==> src/rtl/core/mipd_pkg.sv <==
// Package for the minimum-image pair distance block: widths, register
// indexes and the record types that travel between its modules.
// Depends on nothing; every other file of the block refers to it.
`timescale 1ns / 1ps
`default_nettype none

package mipd_pkg;

  // Coordinate format: signed Q16.16
  localparam int CoordBits   = 32;
  localparam int FracBits    = 16;
  localparam int LenBits     = 31;
  localparam int InvBits     = 32;

  // Wrap datapath widths
  localparam int DiffBits    = CoordBits + 1;
  localparam int ProdBits    = DiffBits + InvBits;
  localparam int RoundShift  = FracBits + 32;
  localparam int QuotBits    = ProdBits - RoundShift + 1;
  localparam int NlBits      = QuotBits + LenBits;
  localparam int WideBits    = NlBits + 2;

  // Squared distance and root
  localparam int SqBits      = 2 * CoordBits - 1;
  localparam int SumBits     = 2 * CoordBits;
  localparam int ResBits     = 2 * CoordBits;
  localparam int RootBits    = 32;
  localparam int SqrtSteps   = RootBits;

  // Stages ahead of the square-root chain: seven per axis plus the sum
  localparam int FrontStages = 8;

  // Configuration port
  localparam int CfgAddrBits = 3;
  localparam int CfgDataBits = 32;

  localparam logic [LenBits-1:0] LenReset = LenBits'(65536);
  localparam logic [InvBits-1:0] InvReset = '1;

  typedef logic signed [CoordBits-1:0] coord_t;

  typedef enum logic [CfgAddrBits-1:0] {
    CFG_BOX_LEN_X = 3'd0,
    CFG_BOX_LEN_Y = 3'd1,
    CFG_BOX_LEN_Z = 3'd2,
    CFG_INV_LEN_X = 3'd3,
    CFG_INV_LEN_Y = 3'd4,
    CFG_INV_LEN_Z = 3'd5
  } cfg_idx_t;

  // One pair of points
  typedef struct packed {
    coord_t a_x;
    coord_t a_y;
    coord_t a_z;
    coord_t b_x;
    coord_t b_y;
    coord_t b_z;
  } pair_t;

  // Record handed from one square-root cell to the next
  typedef struct packed {
    logic [SqBits-1:0]  rem;
    logic [ResBits-1:0] res;
    logic [SqBits-1:0]  dist_sq;
    coord_t             disp_x;
    coord_t             disp_y;
    coord_t             disp_z;
  } sqrt_lane_t;

endpackage

`default_nettype wire

==> src/rtl/core/mipd_sqrt_cell.sv <==
// One cell of the square-root chain: settles one root bit and hands the
// remainder, partial root and the result payload on to the next cell.
// Depends on mipd_pkg.
`timescale 1ns / 1ps
`default_nettype none

module mipd_sqrt_cell #(
  parameter int BIT_POS = 0
) (
  input  wire logic                 clk,
  input  wire logic                 rst_n,
  input  wire logic                 en,
  input  wire logic                 vld_i,
  input  wire mipd_pkg::sqrt_lane_t lane_i,
  output      logic                 vld_o,
  output      mipd_pkg::sqrt_lane_t lane_o
);

  localparam int RB = mipd_pkg::ResBits;
  localparam int SB = mipd_pkg::SqBits;
  localparam logic [RB-1:0] TrialBit = RB'(1) << (2 * BIT_POS);

  logic                 vld_r;
  mipd_pkg::sqrt_lane_t lane_r, lane_nxt;
  logic [RB-1:0]        trial;
  logic                 take;

  // subtract the trial value when it fits
  always_comb begin
    trial    = lane_i.res + TrialBit;
    take     = {1'b0, lane_i.rem} >= trial;
    lane_nxt = lane_i;
    if (take) begin
      lane_nxt.rem = lane_i.rem - trial[SB-1:0];
      lane_nxt.res = (lane_i.res >> 1) + TrialBit;
    end else begin
      lane_nxt.res = lane_i.res >> 1;
    end
  end

  // hold on stall
  always_ff @(posedge clk) begin
    if (!rst_n) begin
      vld_r <= 1'b0;
    end else if (en) begin
      vld_r <= vld_i;
    end
  end

  always_ff @(posedge clk) begin
    if (en) begin
      lane_r <= lane_nxt;
    end
  end

  assign vld_o  = vld_r;
  assign lane_o = lane_r;

endmodule

`default_nettype wire

==> config.mk <==
export PLATFORM = sky130hd
export DESIGN_NAME = mipd_sqrt_cell
export DESIGN_NICKNAME = d
export VERILOG_FILES = /design/src/rtl/core/mipd_pkg.sv /design/src/rtl/core/mipd_sqrt_cell.sv
export SDC_FILE = /design/constraint.sdc
export NUM_CORES = 1
export LEC_CHECK = 0
export ABC_CLOCK_PERIOD_IN_PS = 5270
export BUFFER_PORTS_ARGS = -buffer_cell sky130_fd_sc_hd__buf_2
export CORE_AREA = 2 2 222 224
export DETAILED_ROUTE_END_ITERATION = 12
export DIE_AREA = 0 0 224 226
export GPL_TIMING_DRIVEN = 0
export HOLD_SLACK_MARGIN = 0.08
export SLEW_MARGIN = 20
export SYNTH_ARGS = -nofsm -noshare
export SYNTH_HDL_FRONTEND = slang
export SYNTH_SLANG_ARGS = --single-unit
==> constraint.sdc <==
create_clock -name clk -period 5.27 [get_ports clk]
set_input_delay 0.2635 -clock clk [delete_from_list [all_inputs] [get_ports clk]]
set_output_delay 0.2635 -clock clk [all_outputs]
set_load 0.05 [all_outputs]
==> reports/summary.txt, run 1 <==
Status: finished clean
Met2 WL post-DR: 34430 um
Initial Util: 0.3332
Hold Path Class: input pin to register
# fillers: 4491
Core area: 48340 um^2
Largest net degree at the start of global routing: 100
Combinational share of power: 0.290
CP required: 5.57 ns
Switching power: 2582 uW
Number of synthesized flops with an enable pin: 286
Top cells by area, synth: edfxtp_1 53%, xnor2_1 5.1%, ha_1 5.0%
Final slew viol count: 0
Die area: 50620 um^2
Area leader, netlist: edfxtp_1
Worst Setup Start Kind: input pin
Worst vdd ir: 0.2262 mV
Uppermost layer routed: met5
Multi-input logic area: 7161 um^2
Initial DRC count: 1287
GRT overflow: 0
GPL Wtd Cong: 0.9281
Final WL: 72090 um
CTS clk-pin slew, worst paths: 0.06 ns
Worst-Margin Slew: 0.9317 ns
Critical Path Sink Type: register
Max-cap violations: 0
Number of buffers created by CTS: 34
TritonRoute pass-1 iters: 5
Fmax: 195.6 MHz
Pre-CTS WS: -1.895 ns
Most frequent cell after synthesis: edfxtp_1
YS warnings: 0
First-pass GRT wire length: 100400 um
Setup CP Type: input pin to register
Post-route antenna net violation count: 0
Worst path most repeated cell: buf_4
Insertion delay to the later sink of the worst-skew pair: 0.55 ns
Setup violators final: 0
Fin worst setup slack: 0.1580 ns
Netlist cell types: 77
Share of cells above drive strength 1: 0.3143
Slowest-stage cell, CP: ha_2
Main synth FF type: edfxtp_1
Final cell count without fillers: 2931
Syn Area/Cell: 11.01 um^2
FF+latch count, synth: 287
Initial antenna violation count: 11
Top-area cell type share of the netlist area: 0.5333
Clk pwr share: 0.320
DP HPWL: 55490 um
DRC viols: 0
Cell Chain, Critical Path: buf_2, ha_4, nand4_4, nor4_4, nor2b_1, buf_4, and2_4, nand4_4, or3_1, clkbuf_1, nor2_1, xnor2_1, ha_2, and4_1, and4_1, nand2_1, a21oi_1, o21a_1, a21oi_4, or2_1, buf_6, buf_4, buf_4, o21ai_0
Hold Vio Cnt, Final: 0
CTS max path bufs: 3
CTS H-tree lvls: 2
Inst Count DP: 2643
Post-Synthesis Cells: 1463
Worst Path Arrival: 5.41 ns
DR WL/cell: 24.60 um
Area Growth Syn to Fin: 44.45%
Sequential-to-total area share from yosys stat: 0.5345
IO Port Bufs: 554
CP Buf/Inv Count: 6
Final Cycle Share: 0.9700
Crit path max-delay family: simple AND/OR/NAND/NOR gates
Nets: 2631
Syn nets: 1819
Internal: 4631 uW
IO Count: 577
DIE WIDTH: 224 um
Register Area: 8608 um^2
Post-DP Area: 19760 um^2
Headroom to the max-slew limit: 0.3735
Final instance area: 23260 um^2
Worst path max stage delay: 0.44 ns
Clk_skew: 0 ns
Clock root buffer: clkbuf_16
Standard-cell rows: 81
DR vias: 15304
Post-Syn Area: 16110 um^2
CTS tree: yes
DR WL met3: 5422 um
Synth cell count leaders: 286 x edfxtp_1, 196 x nand2_1, 93 x xnor2_1, 89 x nor2_1, 87 x o21ai_0
Reg power frac: 0.389
RSZ-0062 raised after global routing: false
Die Y-Extent: 226 um
Power per standard cell area: 310.0 nW/um^2
Post-layout minimum cycle time: 5.112 ns
Switching share of total power: 0.3580
DRT met1 WL: 28170 um
Vias/cell: 5.221
CP max FO: 10
Asr flop ratio synth: 0
GRT Total Usage: 0.2729
Clock sinks: 287
Vias in the first global route: 15138
Leak: 0.009482 uW
[flip-flops by register name (all words and copies together) (netlist names)]
name,flops
vld_o,1
lane_o,286
[power groups by stage]
stage / combinational [uW] / clock, uW / sequential [uW]
6_report: 2090 / 2310 / 2810
5_1_grt: 2210 / 2440 / 2820
4_1_cts: 2070 / 2370 / 2810
3_5_place_dp: 1920 / 0 / 2850
3_3_place_gp: 1910 / 0 / 2870
2_1_floorplan: 569 / 0 / 3550
[cell families (layout without fill, tap and decap cells)]
group | Yosys count | after routing | share of synthesized area
adder cells (fa/ha/maj) | 66 | 66 | 0.05174
AND/OR/NAND/NOR | 529 | 529 | 0.1673
other | 0 | 9 | 0
multiplexers | 1 | 1 | 0.0006215
XOR/XNOR | 173 | 173 | 0.09455
flip-flops | 287 | 287 | 0.5345
AO/OA/AOI/OAI | 296 | 296 | 0.1191
buffers and inverters | 111 | 948 | 0.03224
[per-layer routing]
layer / up-vias / global-route usage
li1: 7073 / -
met4: 6 / 0.1473
met3: 166 / 0.06505
met1: 7350 / 0.3256
met2: 709 / 0.4556
met5: - / 0
[timing repair]
| action | 4_1_cts | 5_1_grt |
|---|---|---|
| buffers inserted | 3 | 2 |
| hold buffers | 219 | 0 |
| endpoints found under the setup margin | 126 | 124 |
| gates resized for setup | 24 | 29 |
| endpoints found under the hold margin | 224 | 0 |
| pin swaps | 2 | 3 |
[final timing paths]
path          startpoint     endpoint  slack (ns)  depth (start not counted)
min          lane_i[244]  lane_o[244]        0.07                          3
min reg2reg        vld_o        vld_o        1.11                          3
max          lane_i[161]  lane_o[270]        0.16                         24
max reg2reg        vld_o        vld_o        4.10                          3
[worst min-delay path, stage by stage]
cell and delay, ns:
buf_2 0.10, nand2_1 0.04, o21ai_0 0.09
[final cells by class]
cell class,instances,share of cell area
repair buffers,782,0.2192
flip-flops and latches,287,0.3700
well taps,622,0.03345
diodes,9,0.0009681
inverters,24,0.003872
plain buffers,81,0.01877
clock buffers,40,0.03845
multi-input cells,1065,0.3078
clock inverters,21,0.007476
[layout by cell type, fill, tap and decap left out, types with 60 or more instances in the layout]
cell           netlist  layout
ha_1                65      60
nor2_1              89      87
xnor2_1             93      92
edfxtp_1           286     286
xor2_1              79      78
nand4_1             63      63
buf_2               20     570
o21ai_0             87      87
nand2_1            196     196
a21oi_1             79      79
dlygate4sd3_1        0     219
[through the flow]
| stage | TNS (ns) | util | hold slack [ns] | total power (uW) |
|---|---|---|---|---|
| after global placement | -219.47 | 0.4066 | 0.4404 | 4775 |
| after floorplan | 0 | - | 0.3624 | 4121 |
| after detailed placement | -154.74 | 0.4088 | 0.4416 | 4765 |
| after global routing | 0 | 0.4811 | 0.08832 | 7465 |
| after CTS | 0 | 0.4787 | 0.08044 | 7247 |
| final | 0 | 0.4812 | 0.07463 | 7213 |
Power figures use the tool's default switching activity.
==> run 2, diff against run 1 <==
--- a/config.mk
+++ b/config.mk
@@ -5,11 +5,12 @@
 export SDC_FILE = /design/constraint.sdc
 export NUM_CORES = 1
 export LEC_CHECK = 0
+export ABC_AREA = 1
 export ABC_CLOCK_PERIOD_IN_PS = 5270
 export BUFFER_PORTS_ARGS = -buffer_cell sky130_fd_sc_hd__buf_2
-export CORE_AREA = 2 2 222 224
+export CORE_AREA = 2 2 224 226
 export DETAILED_ROUTE_END_ITERATION = 12
-export DIE_AREA = 0 0 224 226
+export DIE_AREA = 0 0 226 228
 export GPL_TIMING_DRIVEN = 0
 export HOLD_SLACK_MARGIN = 0.08
 export SLEW_MARGIN = 20
==> reports/summary.txt, run 2 <==
Initial antenna violation count: 6 (was 11)
Commonest non-fill, non-tap cell in the layout: nand2_1 (was buf_2)
Commonest non-fill, non-tap cells in the layout: 956 x nand2_1, 571 x buf_2, 378 x inv_1, 286 x edfxtp_1 (was 570 x buf_2, 286 x edfxtp_1, 219 x dlygate4sd3_1, 196 x nand2_1, 92 x xnor2_1)
Final instance area: 26130 um^2 (was 23260 um^2)
Final slew viol count: 0 (unchanged)
Final Cycle Share: 0.9674 (was 0.9700)
Initial Util: 0.3881 (was 0.3332)
Number of synthesized flops with an enable pin: 286 (unchanged)
Setup violators final: 0 (unchanged)
DR WL/cell: 22.89 um (was 24.60 um)
YS warnings: 0 (unchanged)
Largest register FFs: 286 (unchanged)
Insertion delay to the later sink of the worst-skew pair: 0.59 ns (was 0.55 ns)
DP HPWL: 75510 um (was 55490 um)
GPL Wtd Cong: 1.025 (was 0.9281)
Reg power frac: 0.383 (was 0.389)
Hold Path Origin: lane_i[270] (was lane_i[244])
Critical Path Sink Type: register (unchanged)
Post-Syn Area: 19150 um^2 (was 16110 um^2)
CP max FO: 10 (unchanged)
Top cells by area, synth: edfxtp_1 45%, nand2_1 19%, inv_1 7.4% (was edfxtp_1 53%, xnor2_1 5.1%, ha_1 5.0%)
GRT overflow: 0 (unchanged)
# fillers: 4833 (was 4491)
Internal: 4638 uW (was 4631 uW)
Post-DP Area: 22790 um^2 (was 19760 um^2)
Share of cells above drive strength 1: 0.1978 (was 0.3143)
IO Count: 577 (unchanged)
Syn Area/Cell: 7.549 um^2 (was 11.01 um^2)
Clk pwr share: 0.293 (was 0.320)
Leak: 0.01291 uW (was 0.009482 uW)
Syn nets: 2893 (was 1819)
Final WL: 92730 um (was 72090 um)
Die area: 51530 um^2 (was 50620 um^2)
DRC viols: 0 (unchanged)
CTS max path bufs: 3 (unchanged)
Power per standard cell area: 283.8 nW/um^2 (was 310.0 nW/um^2)
Fin worst setup slack: 0.1720 ns (was 0.1580 ns)
First-pass GRT wire length: 130300 um (was 100400 um)
Vias in the first global route: 19928 (was 15138)
Switching power: 2776 uW (was 2582 uW)
Asr flop ratio synth: 0 (unchanged)
Worst vdd ir: 0.2081 mV (was 0.2262 mV)
TritonRoute pass-1 iters: 6 (was 5)
Clock root buffer: clkbuf_16 (unchanged)
CP required: 5.69 ns (was 5.57 ns)
Sequential-to-total area share from yosys stat: 0.4495 (was 0.5345)
Hold Vio Cnt, Final: 0 (unchanged)
Synth cell count leaders: 956 x nand2_1, 378 x inv_1, 286 x edfxtp_1, 233 x nor2_1, 220 x nand3_1 (was 286 x edfxtp_1, 196 x nand2_1, 93 x xnor2_1, 89 x nor2_1, 87 x o21ai_0)
Core area: 49350 um^2 (was 48340 um^2)
Post-Route Utilization: 0.5295 (was 0.4812)
IO Port Bufs: 546 (was 554)
Initial DRC count: 1680 (was 1287)
Worst-Margin Slew: 1.039 ns (was 0.9317 ns)
CTS H-tree lvls: 1 (was 2)
Top-area cell type share of the netlist area: 0.4484 (was 0.5333)
Headroom to the max-slew limit: 0.3009 (was 0.3735)
Most frequent cell after synthesis: nand2_1 (was edfxtp_1)
Combinational share of power: 0.324 (was 0.290)
Multi-input logic area: 8772 um^2 (was 7161 um^2)
Inst Count DP: 3757 (was 2643)
Number of buffers created by CTS: 31 (was 34)
Area Growth Syn to Fin: 36.43% (was 44.45%)
Max-cap violations: 0 (unchanged)
Die Y-Extent: 228 um (was 226 um)
Setup CP Type: input pin to register (unchanged)
Switching share of total power: 0.3744 (was 0.3580)
Main synth FF type: edfxtp_1 (unchanged)
Nets: 3706 (was 2631)
Standard-cell rows: 82 (was 81)
Largest net degree at the start of global routing: 108 (was 100)
Area leader, netlist: edfxtp_1 (unchanged)
Post-Synthesis Cells: 2537 (was 1463)
Post-route antenna net violation count: 0 (unchanged)
Reg2reg start: vld_o (unchanged)
Hold Path Class: input pin to register (unchanged)
Worst Path Arrival: 5.52 ns (was 5.41 ns)
Clk_skew: 0 ns (unchanged)
Worst Setup Start Kind: input pin (unchanged)
CTS tree: yes (unchanged)
Final cell count without fillers: 4051 (was 2931)
Pre-CTS WS: -0.2220 ns (was -1.895 ns)
DIE WIDTH: 226 um (was 224 um)
Status: finished clean (unchanged)
Fmax: 196.2 MHz (was 195.6 MHz)
Register Area: 8608 um^2 (unchanged)
Critical path origin: lane_i[206] (was lane_i[161])
Vias/cell: 4.994 (was 5.221)
Netlist cell types: 35 (was 77)
CTS clk-pin slew, worst paths: 0.06 ns (about the same)
Clock sinks: 287 (unchanged)
FF+latch count, synth: 287 (unchanged)
DR vias: 20230 (was 15304)
GRT Total Usage: 0.3505 (was 0.2729)
Post-layout minimum cycle time: 5.098 ns (was 5.112 ns)
==> run 2: timing repair <==
| item | 4_1_cts | 5_1_grt |
|---|---|---|
| gates resized for setup | 0 | 4 |
| buffers inserted | 0 | 0 |
| hold buffers | 232 | 0 |
| endpoints found under the hold margin | 231 | 0 |
| setup endpoints to repair | 0 | 90 |
==> run 2: kinds of logic after synthesis <==
logic type	after synthesis	synth area share
and+or+nand+nor	1514	0.3239
buffers and inverters	448	0.09322
DFF	287	0.4495
xor gates and xnor gates	159	0.07271
adders and majority gates	66	0.04351
AOI/OAI and AO/OA	63	0.01718
==> run 2: power by group through the flow <==
| stage | registers, uW | logic (uW) | clock network, uW |
|---|---|---|---|
| 6_report | 2840 | 2400 | 2170 |
| 5_1_grt | 2860 | 2540 | 2280 |
| 2_1_floorplan | 3620 | 728 | 0 |
| 3_5_place_dp | 2880 | 2230 | 0 |
| 3_3_place_gp | 2900 | 2220 | 0 |
| 4_1_cts | 2830 | 2380 | 2190 |
==> run 2: metal layers <==
layer	share of wire	routed length [um]	GRT usage	up-vias
met1	0.40	37210	0.4374	9540
met2	0.48	44790	0.6025	862
met3	0.065	6010	0.04418	171
li1	-	-	-	9657
met5	0	0	0	-
met4	0.051	4724	0.1598	0
==> run 2: stage by stage <==
step,hold WS (ns),power [uW],TNS (ns)
after floorplan,0.3570,4349,0
after global placement,0.4400,5115,-20.00
after detailed placement,0.4416,5105,-9.726
after CTS,0.08155,7408,0
after global routing,0.1029,7679,-0.002063
final,0.1015,7414,0
==> run 2: cell type report <==
class,count,share of cell area
multi-input cells,1802,0.3357
flip-flops and latches,287,0.3295
repair buffers,780,0.1959
inverters,378,0.05430
well taps,672,0.03218
clock buffers,36,0.03041
plain buffers,70,0.01403
clock inverters,19,0.007279
diodes,7,0.0006704
==> run 2: worst paths after layout <==
path / end / slack, ns / cells past startpoint
worst max-delay path: lane_o[257] / 0.17 / 21
worst min-delay path: lane_o[270] / 0.10 / 3
worst max register to register: vld_o / 4.02 / 3
worst min register to register: vld_o / 1.13 / 3
==> run 2: worst max-delay path, cell delays in order <==
cell	delay, ns
dlygate4sd3_1	0.54
buf_2	0.19
nand2_1	0.09
nor3_1	0.63
nand2_1	0.28
nor3_1	0.30
nand2_1	0.16
xor2_1	0.47
ha_1	0.41
nand2_1	0.16
inv_1	0.05
a21oi_1	0.22
inv_1	0.06
a21oi_1	0.21
o21ai_0	0.16
nand3_1	0.09
buf_4	0.28
buf_4	0.32
buf_2	0.32
nand3_1	0.11
nand2_1	0.16
==> run 3, diff against run 2 <==
--- a/config.mk
+++ b/config.mk
@@ -8,11 +8,14 @@
 export ABC_AREA = 1
 export ABC_CLOCK_PERIOD_IN_PS = 5270
 export BUFFER_PORTS_ARGS = -buffer_cell sky130_fd_sc_hd__buf_2
-export CORE_AREA = 2 2 224 226
+export CELL_PAD_IN_SITES_DETAIL_PLACEMENT = 0
+export CELL_PAD_IN_SITES_GLOBAL_PLACEMENT = 1
+export CORE_ASPECT_RATIO = 0.6
+export CORE_UTILIZATION = 38
 export DETAILED_ROUTE_END_ITERATION = 12
-export DIE_AREA = 0 0 226 228
 export GPL_TIMING_DRIVEN = 0
 export HOLD_SLACK_MARGIN = 0.08
+export PLACE_DENSITY_LB_ADDON = 0.1
 export SLEW_MARGIN = 20
 export SYNTH_ARGS = -nofsm -noshare
 export SYNTH_HDL_FRONTEND = slang
==> reports/summary.txt, run 3 (synthesized netlist as in run 2, its figures left out) <==
TritonRoute pass-1 iters: 8 (was 6)
Post-Route Utilization: 0.5218 (was 0.5295)
Hold slack: 0.09766 ns (was 0.1015 ns)
CTS max path bufs: 3 (unchanged)
Clock sinks: 287 (unchanged)
Final instance area: 25870 um^2 (was 26130 um^2)
IO Count: 577 (unchanged)
Worst Path Arrival: 5.41 ns (was 5.52 ns)
Vias in the first global route: 18291 (was 19928)
DRC viols: 0 (unchanged)
Initial DRC count: 2028 (was 1680)
CTS clk-pin slew, worst paths: 0.06 ns (about the same)
Core area: 49580 um^2 (was 49350 um^2)
Die Y-Extent: 175.9 um (was 228 um)
CP max FO: 6 (was 10)
Met3 Use GR: 0.1043 (was 0.04418)
GRT Total Usage: 0.3412 (was 0.3505)
GRT overflow: 0 (unchanged)
Initial Util: 0.3863 (was 0.3881)
Die area: 51330 um^2 (was 51530 um^2)
DP HPWL: 74730 um (was 75510 um)
Power per standard cell area: 273.5 nW/um^2 (was 283.8 nW/um^2)
Met2 GRT Util: 0.4667 (was 0.6025)
Largest register FFs: 286 (unchanged)
Standard-cell rows: 63 (was 82)
Post-layout minimum cycle time: 5.076 ns (was 5.098 ns)
Share of cells above drive strength 1: 0.1985 (was 0.1978)
Cell Chain, Critical Path: dlygate4sd3_1, buf_2, nand2_1, inv_1, nand2_1, nor2_1, nand2_1, inv_1, nand4_1, nor3_1, xnor2_1, ha_1, nand2_1, nor2_1, nand2_1, nor3_1, and2_1, nand2_1, nand4_1, nand2_1, nand2_1, nand2_1 (was dlygate4sd3_1, buf_2, nand2_1, nor3_1, nand2_1, nor3_1, nand2_1, xor2_1, ha_1, nand2_1, inv_1, a21oi_1, inv_1, a21oi_1, o21ai_0, nand3_1, buf_4, buf_4, buf_2, nand3_1, nand2_1)
Clock root buffer: clkbuf_16 (unchanged)
Number of buffers created by CTS: 27 (was 31)
DR WL/cell: 22.56 um (was 22.89 um)
Worst-Margin Slew: 1.111 ns (was 1.039 ns)
Post-DP Area: 22770 um^2 (was 22790 um^2)
Final Cycle Share: 0.9632 (was 0.9674)
Hold Path Class: input pin to register (unchanged)
Final cell count without fillers: 4015 (was 4051)
Status: finished clean (unchanged)
Largest net degree at the start of global routing: 99 (was 108)
Nets: 3698 (was 3706)
Routing usage on met1: 0.5197 (was 0.4374)
CTS H-tree lvls: 1 (unchanged)
Final slew viol count: 0 (unchanged)
Initial antenna violation count: 7 (was 6)
CP Buf/Inv Count: 4 (was 7)
Crit path max-delay family: simple AND/OR/NAND/NOR gates (unchanged)
Commonest non-fill, non-tap cells in the layout: 956 x nand2_1, 572 x buf_2, 378 x inv_1, 286 x edfxtp_1, 231 x nor2_1 (was 956 x nand2_1, 571 x buf_2, 378 x inv_1, 286 x edfxtp_1)
Commonest non-fill, non-tap cell in the layout: nand2_1 (unchanged)
Leak: 0.01280 uW (was 0.01291 uW)
Headroom to the max-slew limit: 0.2536 (was 0.3009)
Inst Count DP: 3736 (was 3757)
First-pass GRT wire length: 124800 um (was 130300 um)
Critical Path Sink Type: register (unchanged)
Fmax: 197.0 MHz (was 196.2 MHz)
Worst Setup Start Kind: input pin (unchanged)
GPL Wtd Cong: 1.026 (was 1.025)
CTS tree: yes (unchanged)
Area Growth Syn to Fin: 35.08% (was 36.43%)
DR vias: 19965 (was 20230)
DIE WIDTH: 291.8 um (was 226 um)
Post-route antenna net violation count: 0 (unchanged)
Vias/cell: 4.973 (was 4.994)
Setup CP Type: input pin to register (unchanged)
IO Port Bufs: 546 (unchanged)
Setup violators final: 0 (unchanged)
Worst vdd ir: 0.2740 mV (was 0.2081 mV)
Worst path max stage delay: 0.71 ns (was 0.63 ns)
Max-cap violations: 0 (unchanged)
CP required: 5.61 ns (was 5.69 ns)
Slowest-stage cell, CP: nor3_1 (unchanged)
Hold Vio Cnt, Final: 0 (unchanged)
RSZ-0062 raised after global routing: false
Final WL: 90570 um (was 92730 um)
Clk_skew: 0 ns (unchanged)
Worst path most repeated cell: nand2_1 (unchanged)
Insertion delay to the later sink of the worst-skew pair: 0.56 ns (was 0.59 ns)
Most Crowded Layer GR: met1 (was met2)
==> run 3: cell count changes in the layout (fill, tap and decap cells not counted), sizes merged <==
cell,delta
buf,+4
clkbuf,-6
inv,-1
diode,-2
dlygate4sd3,-7
bufinv,-3
clkinvlp,+1
==> run 3: worst register-to-register path: stages, from the launching register on <==
cell and delay (ns):
dfxtp_1 0.31, o21ai_0 0.19, a21oi_1 0.07, dlygate4sd3_1 0.57
==> run 3: timing repair <==
| item | in CTS | in global routing |
|---|---|---|
| endpoints found under the setup margin | 0 | 127 |
| hold buffers | 225 | 0 |
| setup buffers | 0 | 2 |
| endpoints found under the hold margin | 224 | 0 |
| gates resized for setup | 0 | 7 |
==> run 3: per-layer routing <==
metal | share of wire | up-vias
li1 | - | 9637
met1 | 0.48 | 9253
met5 | 0.00041 | -
met3 | 0.11 | 88
met2 | 0.39 | 981
met4 | 0.021 | 6
==> run 3: final cells by class <==
cell class	count	area (um^2)
fill	4777	23710
multi-input combinational	1802	8792
sequential	287	8608
timing repair buffer	776	5070
inverter	378	1419
tap	650	813.3
clock buffer	31	690.7
buffer	70	366.6
clock inverter	16	98.84
antenna	5	12.51
==> run 3: per-stage QoR <==
stage,setup TNS (ns),worst slack (ns),total power (uW)
floorplan,0,1.618,4349
global placement,-42.73,-0.5516,5085
detailed placement,-40.40,-0.5188,5081
CTS,0,0.04361,7058
global route,0,0.001237,7333
finish,0,0.1937,7076
==> run 3: path summary, 6_finish.rpt <==
path,from,endpoint,slack (ns),cells after the start
worst max register to register,vld_o,vld_o,4.02,3
worst min register to register,vld_o,vld_o,1.15,3
worst min-delay path,lane_i[170],lane_o[169],0.1,3
worst max-delay path,lane_i[192],lane_o[276],0.19,22
==> run 3: power by group <==
| part | switching [uW] | internal [uW] | total, uW |
|---|---|---|---|
| Sequential | 67.5 | 2770 | 2830 |
| Combinational | 1740 | 642 | 2380 |
| Clock | 918 | 943 | 1860 |
